### src/sv/fccs_pkg.sv
// Shared types, constants and a helper function of the flash capacitor charge supervisor.
package fccs_pkg;

	localparam int SAMPLE_BITS = 12;

	// Hysteresis bands and low-battery window, in reading counts / ticks
	localparam int CHARGE_BAND   = 100;
	localparam int GATE_BAND     = 20;
	localparam int FULL_BAND     = 100;
	localparam int LOWBATT_DELTA = 5;
	localparam int WINDOW_FIRST  = 10;
	localparam int WINDOW_LAST   = 20;
	localparam int TICK_CNT_BITS = 5;
	localparam int DUTY_BITS     = 3;
	localparam int DUTY_OFF_LAST = 3;
	localparam int DUTY_ON_TICK  = 4;

	// Fixed voltage-level limits
	localparam int VLIM_5 = 2800;
	localparam int VLIM_4 = 2900;
	localparam int VLIM_3 = 3000;
	localparam int VLIM_2 = 3100;
	localparam int VLIM_1 = 3200;

	localparam int IN_FIELD_BITS  = 2 * SAMPLE_BITS + 1;
	localparam int IN_TDATA_BITS  = 8 * ((IN_FIELD_BITS + 7) / 8);
	localparam int OUT_FIELD_BITS = 14;
	localparam int OUT_TDATA_BITS = 8 * ((OUT_FIELD_BITS + 7) / 8);

	localparam int CFG_INDEX_BITS = 3;
	localparam int CFG_DATA_BITS  = SAMPLE_BITS;

	typedef logic [SAMPLE_BITS-1:0] sample_t;

	typedef enum logic [CFG_INDEX_BITS-1:0] {
		CFG_CHARGE_STOP   = 3'd0,
		CFG_GATE_SWITCH   = 3'd1,
		CFG_CAP_FULL      = 3'd2,
		CFG_LAMP_WARM     = 3'd3,
		CFG_LAMP_HOT      = 3'd4,
		CFG_LAMP_OVERHEAT = 3'd5
	} cfg_idx_t;

	typedef enum logic [1:0] {
		LVL_NORMAL   = 2'd0,
		LVL_WARM     = 2'd1,
		LVL_OVERHEAT = 2'd2
	} lamp_lvl_t;

	typedef struct packed {
		sample_t charge_stop;
		sample_t gate_switch;
		sample_t cap_full;
		sample_t lamp_warm;
		sample_t lamp_hot;
		sample_t lamp_overheat;
	} cfg_t;

	typedef struct packed {
		logic                     charger_run;
		logic                     gate_enable;
		logic                     full_flag;
		logic                     full_armed;
		logic [TICK_CNT_BITS-1:0] tick_cnt;
		sample_t                  first_sample;
		logic                     low_batt;
		logic                     permit;
		lamp_lvl_t                temp_level;
		logic                     blink;
		logic [DUTY_BITS-1:0]     duty;
		logic                     hot_armed;
		logic                     batt_armed;
	} state_t;

	typedef struct packed {
		logic       charger_on;
		logic       high_gate_on;
		logic       cap_full;
		logic       battery_low;
		logic       charge_allowed;
		lamp_lvl_t  lamp_level;
		logic       overheat_blink;
		logic       beep_full;
		logic       beep_hot;
		logic       beep_battery;
		logic [2:0] voltage_level;
	} result_t;

	function automatic logic [2:0] voltage_level_of(input sample_t v);
		int vi;
		vi = int'(v);
		if (vi < VLIM_5)      return 3'd5;
		else if (vi < VLIM_4) return 3'd4;
		else if (vi < VLIM_3) return 3'd3;
		else if (vi < VLIM_2) return 3'd2;
		else if (vi < VLIM_1) return 3'd1;
		else                  return 3'd0;
	endfunction

endpackage

### src/sv/fccs_step.sv
// Per-tick update: charger, full/low-battery, voltage level and lamp temperature steps.
module fccs_step (
	input  fccs_pkg::cfg_t    cfg,
	input  fccs_pkg::state_t  st,
	input  fccs_pkg::sample_t cap,
	input  fccs_pkg::sample_t lamp,
	input  logic              idle,
	output fccs_pkg::state_t  st_nxt,
	output fccs_pkg::result_t res
);
	import fccs_pkg::*;

	localparam int EXT_W = SAMPLE_BITS + 1;

	always_comb begin
		state_t                   s;
		logic [EXT_W-1:0]         cap_x;
		logic [TICK_CNT_BITS-1:0] cnt_inc;
		logic [DUTY_BITS-1:0]     duty_inc;
		sample_t                  diff;
		logic                     b_full;
		logic                     b_hot;
		logic                     b_batt;

		s        = st;
		cap_x    = {1'b0, cap};
		b_full   = 1'b0;
		b_hot    = 1'b0;
		b_batt   = 1'b0;
		cnt_inc  = st.tick_cnt + TICK_CNT_BITS'(1);
		duty_inc = st.duty + DUTY_BITS'(1);
		diff     = (cap > st.first_sample) ? cap - st.first_sample : st.first_sample - cap;

		// charger with hysteresis; gate only moves while charger is being (re)started
		if (idle && st.permit && !st.low_batt) begin
			if (cap > cfg.charge_stop) begin
				s.charger_run = 1'b0;
			end else if (cap_x + EXT_W'(CHARGE_BAND) < {1'b0, cfg.charge_stop}) begin
				if (cap < cfg.gate_switch)
					s.gate_enable = 1'b0;
				else if (cap_x > {1'b0, cfg.gate_switch} + EXT_W'(GATE_BAND))
					s.gate_enable = 1'b1;
				s.charger_run = 1'b1;
			end
		end else begin
			s.charger_run = 1'b0;
		end

		// capacitor full flag
		if (cap > cfg.cap_full) begin
			s.full_flag = 1'b1;
			if (st.full_armed) begin
				s.full_armed = 1'b0;
				b_full       = 1'b1;
			end
		end else if (cap_x + EXT_W'(FULL_BAND) < {1'b0, cfg.cap_full}) begin
			s.full_flag  = 1'b0;
			s.full_armed = 1'b1;
		end

		// low battery: stalled rise between window ticks
		if (cap < cfg.cap_full && st.permit && idle) begin
			s.tick_cnt = cnt_inc;
			if (cnt_inc == TICK_CNT_BITS'(WINDOW_FIRST)) begin
				s.first_sample = cap;
			end else if (cnt_inc == TICK_CNT_BITS'(WINDOW_LAST)) begin
				s.tick_cnt = '0;
				s.low_batt = (diff < SAMPLE_BITS'(LOWBATT_DELTA));
			end
		end

		// lamp temperature, tested from the top down
		if (lamp > cfg.lamp_overheat) begin
			s.temp_level = LVL_OVERHEAT;
			s.blink      = 1'b1;
			if (st.hot_armed) begin
				s.hot_armed = 1'b0;
				b_hot       = 1'b1;
			end
		end else if (lamp > cfg.lamp_hot) begin
			s.temp_level = LVL_WARM;
			s.blink      = 1'b0;
			s.hot_armed  = 1'b1;
		end else if (lamp > cfg.lamp_warm) begin
			s.temp_level = LVL_NORMAL;
			s.blink      = 1'b0;
			s.hot_armed  = 1'b1;
		end

		unique case (s.temp_level)
			LVL_NORMAL: begin
				s.permit = 1'b1;
			end
			LVL_WARM: begin
				// 3 ticks off, 1 tick on
				s.duty = duty_inc;
				if (duty_inc <= DUTY_BITS'(DUTY_OFF_LAST)) begin
					s.permit   = 1'b0;
					s.tick_cnt = '0;
				end else if (duty_inc == DUTY_BITS'(DUTY_ON_TICK)) begin
					s.permit = 1'b1;
					s.duty   = '0;
				end
			end
			default: begin
				s.permit = 1'b0;
			end
		endcase

		if (s.low_batt) begin
			if (st.batt_armed) begin
				s.batt_armed = 1'b0;
				b_batt       = 1'b1;
			end
			s.permit = 1'b0;
		end else begin
			s.batt_armed = 1'b1;
		end

		st_nxt             = s;
		res.charger_on     = s.charger_run;
		res.high_gate_on   = s.gate_enable;
		res.cap_full       = s.full_flag;
		res.battery_low    = s.low_batt;
		res.charge_allowed = s.permit;
		res.lamp_level     = s.temp_level;
		res.overheat_blink = s.blink;
		res.beep_full      = b_full;
		res.beep_hot       = b_hot;
		res.beep_battery   = b_batt;
		res.voltage_level  = voltage_level_of(cap);
	end

endmodule

### src/sv/flash_capacitor_charge_supervisor_core.sv
// Top level of the flash capacitor charge supervisor: registers, handshakes, config bank.
//
// channel   dir  handshake            content
// s_*       in   s_tvalid/s_tready    one tick: capacitor, lamp readings, motor idle
// m_*       out  m_tvalid/m_tready    one result per tick
// cfg_*     in   cfg_valid/cfg_ready  threshold register write (index, data)
//
// Flow: an accepted tick lands in the input register (_s1), its result is registered in
// the output register when the s1 item advances; one tick per clock is sustained while
// the output is not stalled. The step logic between the two registers is combinational.
// Reset (arst_n low, async): all supervisor state cleared, thresholds to defaults.
// Stalls: a held output stops the input register from draining; s_tready stays high
// while the input register is empty or moving on. cfg_ready is always high.
module flash_capacitor_charge_supervisor_core (
	input  logic                                clk,
	input  logic                                arst_n,
	// tdata: cap_sample [11:0], lamp_sample [23:12], motor_idle [24], zero pad
	input  logic                                s_tvalid,
	output logic                                s_tready,
	input  logic [fccs_pkg::IN_TDATA_BITS-1:0]  s_tdata,
	// tdata: charger_on, high_gate_on, cap_full, battery_low, charge_allowed,
	//        lamp_level[6:5], overheat_blink, beep_full, beep_hot, beep_battery,
	//        voltage_level[13:11], zero pad
	output logic                                m_tvalid,
	input  logic                                m_tready,
	output logic [fccs_pkg::OUT_TDATA_BITS-1:0] m_tdata,
	input  logic                                cfg_valid,
	output logic                                cfg_ready,
	input  logic [fccs_pkg::CFG_INDEX_BITS-1:0] cfg_index,
	input  logic [fccs_pkg::CFG_DATA_BITS-1:0]  cfg_data
);
	import fccs_pkg::*;

	localparam sample_t RST_CHARGE_STOP   = SAMPLE_BITS'(3300);
	localparam sample_t RST_GATE_SWITCH   = SAMPLE_BITS'(1700);
	localparam sample_t RST_CAP_FULL      = SAMPLE_BITS'(2750);
	localparam sample_t RST_LAMP_WARM     = SAMPLE_BITS'(2000);
	localparam sample_t RST_LAMP_HOT      = SAMPLE_BITS'(2500);
	localparam sample_t RST_LAMP_OVERHEAT = SAMPLE_BITS'(3000);

	cfg_t    cfg_q;
	state_t  st_q;
	state_t  st_nxt;
	result_t res;
	result_t res_s2;

	logic    valid_s1;
	sample_t cap_s1;
	sample_t lamp_s1;
	logic    idle_s1;
	logic    advance;
	logic    s_xfer;

	// the s1 item moves on when the output register is free or being emptied
	assign advance   = valid_s1 && (!m_tvalid || m_tready);
	assign s_tready  = !valid_s1 || advance;
	assign s_xfer    = s_tvalid && s_tready;
	assign cfg_ready = 1'b1;

	// threshold bank
	always_ff @(posedge clk or negedge arst_n) begin
		if (!arst_n) begin
			cfg_q.charge_stop   <= RST_CHARGE_STOP;
			cfg_q.gate_switch   <= RST_GATE_SWITCH;
			cfg_q.cap_full      <= RST_CAP_FULL;
			cfg_q.lamp_warm     <= RST_LAMP_WARM;
			cfg_q.lamp_hot      <= RST_LAMP_HOT;
			cfg_q.lamp_overheat <= RST_LAMP_OVERHEAT;
		end else if (cfg_valid && cfg_ready) begin
			unique case (cfg_idx_t'(cfg_index))
				CFG_CHARGE_STOP:   cfg_q.charge_stop   <= cfg_data;
				CFG_GATE_SWITCH:   cfg_q.gate_switch   <= cfg_data;
				CFG_CAP_FULL:      cfg_q.cap_full      <= cfg_data;
				CFG_LAMP_WARM:     cfg_q.lamp_warm     <= cfg_data;
				CFG_LAMP_HOT:      cfg_q.lamp_hot      <= cfg_data;
				CFG_LAMP_OVERHEAT: cfg_q.lamp_overheat <= cfg_data;
				default: ;
			endcase
		end
	end

	// input register
	always_ff @(posedge clk or negedge arst_n) begin
		if (!arst_n) begin
			valid_s1 <= 1'b0;
		end else if (s_tready) begin
			valid_s1 <= s_tvalid;
		end
	end

	always_ff @(posedge clk) begin
		if (s_xfer) begin
			cap_s1  <= s_tdata[SAMPLE_BITS-1:0];
			lamp_s1 <= s_tdata[2*SAMPLE_BITS-1:SAMPLE_BITS];
			idle_s1 <= s_tdata[2*SAMPLE_BITS];
		end
	end

	fccs_step u_step (
		.cfg    (cfg_q),
		.st     (st_q),
		.cap    (cap_s1),
		.lamp   (lamp_s1),
		.idle   (idle_s1),
		.st_nxt (st_nxt),
		.res    (res)
	);

	// supervisor state commits only when the tick's result is registered
	always_ff @(posedge clk or negedge arst_n) begin
		if (!arst_n) begin
			st_q <= '0;
		end else if (advance) begin
			st_q <= st_nxt;
		end
	end

	// output register
	always_ff @(posedge clk or negedge arst_n) begin
		if (!arst_n) begin
			m_tvalid <= 1'b0;
		end else if (advance) begin
			m_tvalid <= 1'b1;
		end else if (m_tready) begin
			m_tvalid <= 1'b0;
		end
	end

	always_ff @(posedge clk) begin
		if (advance) begin
			res_s2 <= res;
		end
	end

	assign m_tdata = {
		(OUT_TDATA_BITS - OUT_FIELD_BITS)'(0),
		res_s2.voltage_level,
		res_s2.beep_battery,
		res_s2.beep_hot,
		res_s2.beep_full,
		res_s2.overheat_blink,
		res_s2.lamp_level,
		res_s2.charge_allowed,
		res_s2.battery_low,
		res_s2.cap_full,
		res_s2.high_gate_on,
		res_s2.charger_on
	};

	// a full beep only fires on the tick the capacitor becomes full
	a_beep_full_flag: assert property (@(posedge clk) disable iff (!arst_n)
		m_tvalid && res_s2.beep_full |-> res_s2.cap_full)
		else $error("beep_full without cap_full");

	// a battery beep comes with the low flag and a withdrawn permit
	a_beep_batt: assert property (@(posedge clk) disable iff (!arst_n)
		m_tvalid && res_s2.beep_battery |-> res_s2.battery_low && !res_s2.charge_allowed)
		else $error("beep_battery inconsistent with battery state");

	// a hot beep only while overheated and blinking
	a_beep_hot: assert property (@(posedge clk) disable iff (!arst_n)
		m_tvalid && res_s2.beep_hot |-> res_s2.lamp_level == LVL_OVERHEAT &&
		res_s2.overheat_blink)
		else $error("beep_hot outside overheat");

	// a pending tick in s1 is never dropped while the output stalls
	a_s1_hold: assert property (@(posedge clk) disable iff (!arst_n)
		valid_s1 && !advance |=> valid_s1 && $stable(cap_s1) && $stable(st_q))
		else $error("input register lost a tick under stall");

endmodule

### config.mk
export PLATFORM = sky130hd
export DESIGN_NAME = flash_capacitor_charge_supervisor_core
export DESIGN_NICKNAME = d
export VERILOG_FILES = /design/src/sv/fccs_pkg.sv /design/src/sv/fccs_step.sv /design/src/sv/flash_capacitor_charge_supervisor_core.sv
export SDC_FILE = /design/constraint.sdc
export NUM_CORES = 1
export LEC_CHECK = 0
export BUFFER_PORTS_ARGS = -buffer_cell sky130_fd_sc_hd__buf_2
export CORE_MARGIN = 4
export CORE_UTILIZATION = 30
export DETAILED_ROUTE_END_ITERATION = 7
export SLEW_MARGIN = 20
export SYNTH_ARGS = -nofsm -noshare
export SYNTH_HDL_FRONTEND = slang
export SYNTH_SLANG_ARGS = --single-unit
### constraint.sdc
create_clock -name clk -period 3.89 [get_ports clk]
set_input_delay 0.389 -clock clk [delete_from_list [all_inputs] [get_ports clk]]
set_output_delay 0.389 -clock clk [all_outputs]
set_load 0.005 [all_outputs]
# ---- Word level (Yosys, flattened, before mapping)
# Index checks and enable logic that the tools add are counted.
dict set report classes {
  n_reduce_logical 27
  muxes 40
  n_addsub 6
  magnitude_cmp 18
  n_eq_ne 9
}
# op n
set op_table {}
lappend op_table {{12-bit > comparator} 6}
lappend op_table {{12-bit less-than comparator (second input constant)} 5}
lappend op_table {{13-bit by 12-bit less-than comparator with 1-bit output} 2}
lappend op_table {{12-bit less-than comparator} 2}
lappend op_table {{12-bit 2-to-1 mux} 2}
lappend op_table {{12-bit subtractor} 2}
lappend op_table {{1-bit 2-to-1 mux} 22}
lappend op_table {{3-bit 2-to-1 mux} 7}
lappend op_table {{5-bit 2-to-1 mux} 4}
lappend op_table {{18-bit 2-to-1 mux} 1}
lappend op_table {{2-bit AND reduction} 9}
lappend op_table {{12-bit by 5-bit adder with 13-bit output (second input constant)} 1}
lappend op_table {{12-bit by 7-bit adder with 13-bit output (second input constant)} 1}
lappend op_table {{12-bit by 13-bit > comparator with 1-bit output} 1}
lappend op_table {{12-bit by 3-bit less-than comparator with 1-bit output (second input constant)} 1}
lappend op_table {{3-bit equality test (second input constant)} 3}
lappend op_table {{3-bit by 2-bit equality test with 1-bit output (second input constant)} 2}
lappend op_table {{1-bit logical AND} 6}
lappend op_table {{2-bit 2-to-1 mux} 3}
lappend op_table {{5-bit by 1-bit adder with 5-bit output (second input constant)} 1}
lappend op_table {{5-bit by 4-bit equality test with 1-bit output (second input constant)} 1}
lappend op_table {{5-bit equality test (second input constant)} 1}
lappend op_table {{2-bit nonzero test} 2}
lappend op_table {{3-bit by 1-bit adder with 3-bit output (second input constant)} 1}
lappend op_table {{11 further kinds} 14}
dict set report totals {
  in_bits 52
  elab_cells 136
  output_inout_bits 19
  ff_bits 144
}

# ---- Logic depth before layout (Yosys ltp)
dict set report logic_depth {
  depth_word 8
  depth_mapped 13
  ltp_nobuf 13
}

# ---- By module
# From an unflattened synthesis, not the netlist that was laid out.
dict set report hier_totals {
  cells_unflattened 964
  area_unflattened_um2 10463.8
}
# module area_each_um2 cells_per_inst seq_area_each_um2 instances
set by_module_without_submodules {}
lappend by_module_without_submodules {flash_capacitor_charge_supervisor_core 5454.0 275 3844.9 1}
lappend by_module_without_submodules {fccs_step 5009.8 689 0.0 1}

# ---- Worst setup path after synthesis
# Ideal clock, no wire load.
dict set report synth_path {
  kind {register to register}
  startpoint {register cap_s1[4]}
  endpoint {register res_s2, in the netlist m_tdata[1], data pin}
  setup_slack_ps 1016
  period_less_slack_ps 2874
  n_path_buf 1
  setup_time_ps 261
  required_ps 3629
  arrival_time_ps 2614
  stages_incl_launch_ff 13
  path_cell_list {edfxtp_1 -> clkbuf_1 -> nand3_1 -> a21oi_1 -> nand2_1 -> xnor2_1 -> ha_1 -> a21o_1 -> a21o_1 -> a211o_1 -> a21oi_1 -> o2111a_1 -> nor2_1}
}
# element line
set synth_lines {}
lappend synth_lines {{start, declared} flash_capacitor_charge_supervisor_core.sv:48} ;# sample_t cap_s1;
lappend synth_lines {{start signal, assigned} flash_capacitor_charge_supervisor_core.sv:93} ;# cap_s1 <= s_tdata[SAMPLE_BITS-1:0];
lappend synth_lines {{end signal, assigned} flash_capacitor_charge_supervisor_core.sv:131} ;# res_s2 <= res;
lappend synth_lines {{end, declared} flash_capacitor_charge_supervisor_core.sv:45} ;# result_t res_s2;

==> results.yml <==
drt:
  drtIter0Drc: 361
  drcViolationCount: 0
  drtPass1Iterations: 5
  drt.antenna.violating_nets: 0
  avgRoutedWirePerCell_um: 15.9
  vias: 7236
  wirelength_um: 23200
  vias_per_cell: 4.96
die:
  dieArea_um2: 35000
  std_cell_rows: 65
  core_um2: 31600
  ioPinCount: 71
  dieHeight_um: 187
  fp.dieW_um: 187
  initial_utilization_pct: 30.5
critical_path:
  rr_endpoint: "m_tdata[4]"
  critPathKind: "reg2reg"
  cp.buffers_inverters: 0
  cp_slowest_stage_delay_ns: 0.61
  worst_setup_path_end_kind: "register"
  critical-path-top-delay-family: "compound AO/OA/AOI/OAI gates"
  critical_path.reg2reg.startpoint: "cap_s1[5]"
  r2r_slack_ns: 0.44
  crit_chain: "ha_1 > a21o_1 > a21o_1 > a21oi_1 > o21ai_0 > or3b_1 > nor4_1 > o21ai_1 > a31oi_4 > nor2_1"
  startpoint: "cap_s1[5]"
  cp.required_ns: 4.07
  slowest_stage: "edfxtp_1"
  crit_end: "m_tdata[4]"
  crit_cells: 10
  r2r_cells: 10
  critPathArrivalTime_ns: 3.62
  path_common_cell: "a21o_1"
  worstSetupStartpointType: "register"
  crit_fanout: 11
timing:
  slew_headroom_pct: 33.2
  clock.fmax_mhz: 290
  tightest_slew_ns: 1.00
  hold_viol: 0
  timing.setup.tns_ns: 0
  whs_ns: 0.119
  period_minus_slack_ns: 3.45
  fin_crit_sh_pct: 88.6
  setup_viol: 0
  skew_ns: 0.0141
  fin_ws_ns: 0.444
  drv_slew: 0
  rsz0062_at_grt: "false"
global_routing:
  grt_first_pass_wirelength_um: 37600
  grt_max_degree: 49
  grt_overflow: 0
  grt_usage_pct: 13.2
  grt_pass1_vias: 7179
  antenna_found_initial: 0
placement:
  place_hpwl_um: 17600
  numPortBuffers: 60
  routabilityCongestion: 0.861
  dp_slack_ns: 0.465
  place_area_um2: 10400
final_layout:
  final_cell_area_um2: 11100
  fin_nets: 1232
  layout_commonest_cell: "ha_1"
  layout-drive-gt1-share_pct: 18.8
  fill_cells: 3160
  n_antenna_cell: 0
  seq_area_um2: 3840
  multi_input_comb_area_um2: 5270
  layout_common_cells: "ha_1, inv_1, nand2_1"
  area_growth_pct: 15.1
clocking:
  h-tree-depth: 4
  clockBufferDepth: 2
  clkLatencyLatePin_ns: 0.44
  cts_setup_buffers: 0
  cts-buffers-inserted: 17
  cts_tree: "yes"
  cts_hold_buf: 1
  clkSinkCount: 144
  clk_pin_slew_ns: 0.08
  postCtsResizedCells: 0
  cts_root_buf: "clkbuf_16"
yosys:
  synthCells: 977
  synth-warning-count: 0
  async_reset_ff_share_pct: 72.9
  postSynthAreaPerCell_um2: 9.84
  synth-edff-count: 39
  synth_flop_cell: "dfrtp_1"
  ys_seq_area_share_pct: 40.0
  yosys.cell_types.count: 77
  synth-seq-cells: 144
  syn-cell-area_um2: 9610
power:
  ir_drop_mv: 0.210
  power_density_nw_per_um2: 476
  p_leak_nw: 4.99
min_path:
  min_path_type: "in2reg"
  whs_path_depth: 1
job:
  drv_cap: 0
outcome:
  outcome: "finished clean"
[flip-flops by register name, indices dropped and copies added (netlist names)]
name,cells
cfg_q,72
st_q,31
m_tdata,14
cap_s1,12
lamp_s1,12
idle_s1,1
m_tvalid,1
valid_s1,1
[how the worst min path moves through the flow]
stage	startpoint	to	slack (ns)
after floorplan	arst_n	cfg_q[0]	0.09
after global placement	arst_n	cfg_q[2]	0.46
after detailed placement	arst_n	cfg_q[1]	0.46
after CTS	s_tdata[17]	lamp_s1[5]	0.11
after global routing	s_tdata[17]	lamp_s1[5]	0.1
final	s_tdata[21]	lamp_s1[9]	0.12
[layer usage]
metal / global-route usage [%] / part of all wire, %
met2: 22.6 / 48
met5: 0 / 0
met4: 2.33 / 0.70
met3: 2.43 / 3.1
met1: 17.9 / 48
[synth_stat cells (8+ instances only)]
| cell type | n | area [µm²] |
|---|---|---|
| ha_1 | 134 | 1680 |
| inv_1 | 110 | 413 |
| nand2_1 | 96 | 360 |
| o21ai_0 | 95 | 475 |
| dfrtp_1 | 68 | 1700 |
| a21oi_1 | 49 | 245 |
| edfxtp_1 | 39 | 1170 |
| dfstp_2 | 37 | 972 |
| a21o_1 | 33 | 248 |
| mux2_2 | 32 | 360 |
| nor2_1 | 26 | 97.6 |
| nand4_1 | 19 | 119 |
| clkbuf_1 | 17 | 63.8 |
| nand3_1 | 16 | 80.1 |
| o21a_1 | 16 | 120 |
| xnor2_1 | 16 | 140 |
| nor3_1 | 15 | 75.1 |
| nand2b_1 | 13 | 81.3 |
| nor2b_1 | 9 | 56.3 |
| a211oi_1 | 8 | 60.1 |
[power breakdown]
group | internal, W | switching [W]
Combinational | 0.000666 | 0.000856
Clock | 0.000874 | 0.000806
Sequential | 0.00190 | 0.000166
Total | 0.00344 | 0.00183
[per-stage QoR]
| stage | instances | util (%) | power [W] |
|---|---|---|---|
| finish | 1459 | 35.1 | 0.00527 |
| global route | 1459 | 35.1 | 0.00565 |
| CTS | 1459 | 35.0 | 0.00532 |
| detailed placement | 1426 | 33.1 | 0.00361 |
| global placement | 1426 | 33.1 | 0.00356 |
| floorplan | 978 | - | 0.00316 |
[area by class of cell]
type                            instances  area share (%)
Clock buffer                           17            3.84
Sequential cell                       144            34.7
Inverter                              112            3.80
Timing Repair Buffer                   75            3.78
Clock inverter                         15            1.70
Tap cell                              402            4.54
Multi-Input combinational cell        694            47.6
[cells by family after synthesis]
family,after synthesis,synth area share (%)
simple gates,245,13.1
compound gates,254,17.1
flops,144,40.0
xor+xnor,20,1.82
other cells,2,0.0781
mux,36,4.27
fa+ha+maj,136,17.9
buf+inv,140,5.75
Note: power is estimated with default switching activity, not from simulation.
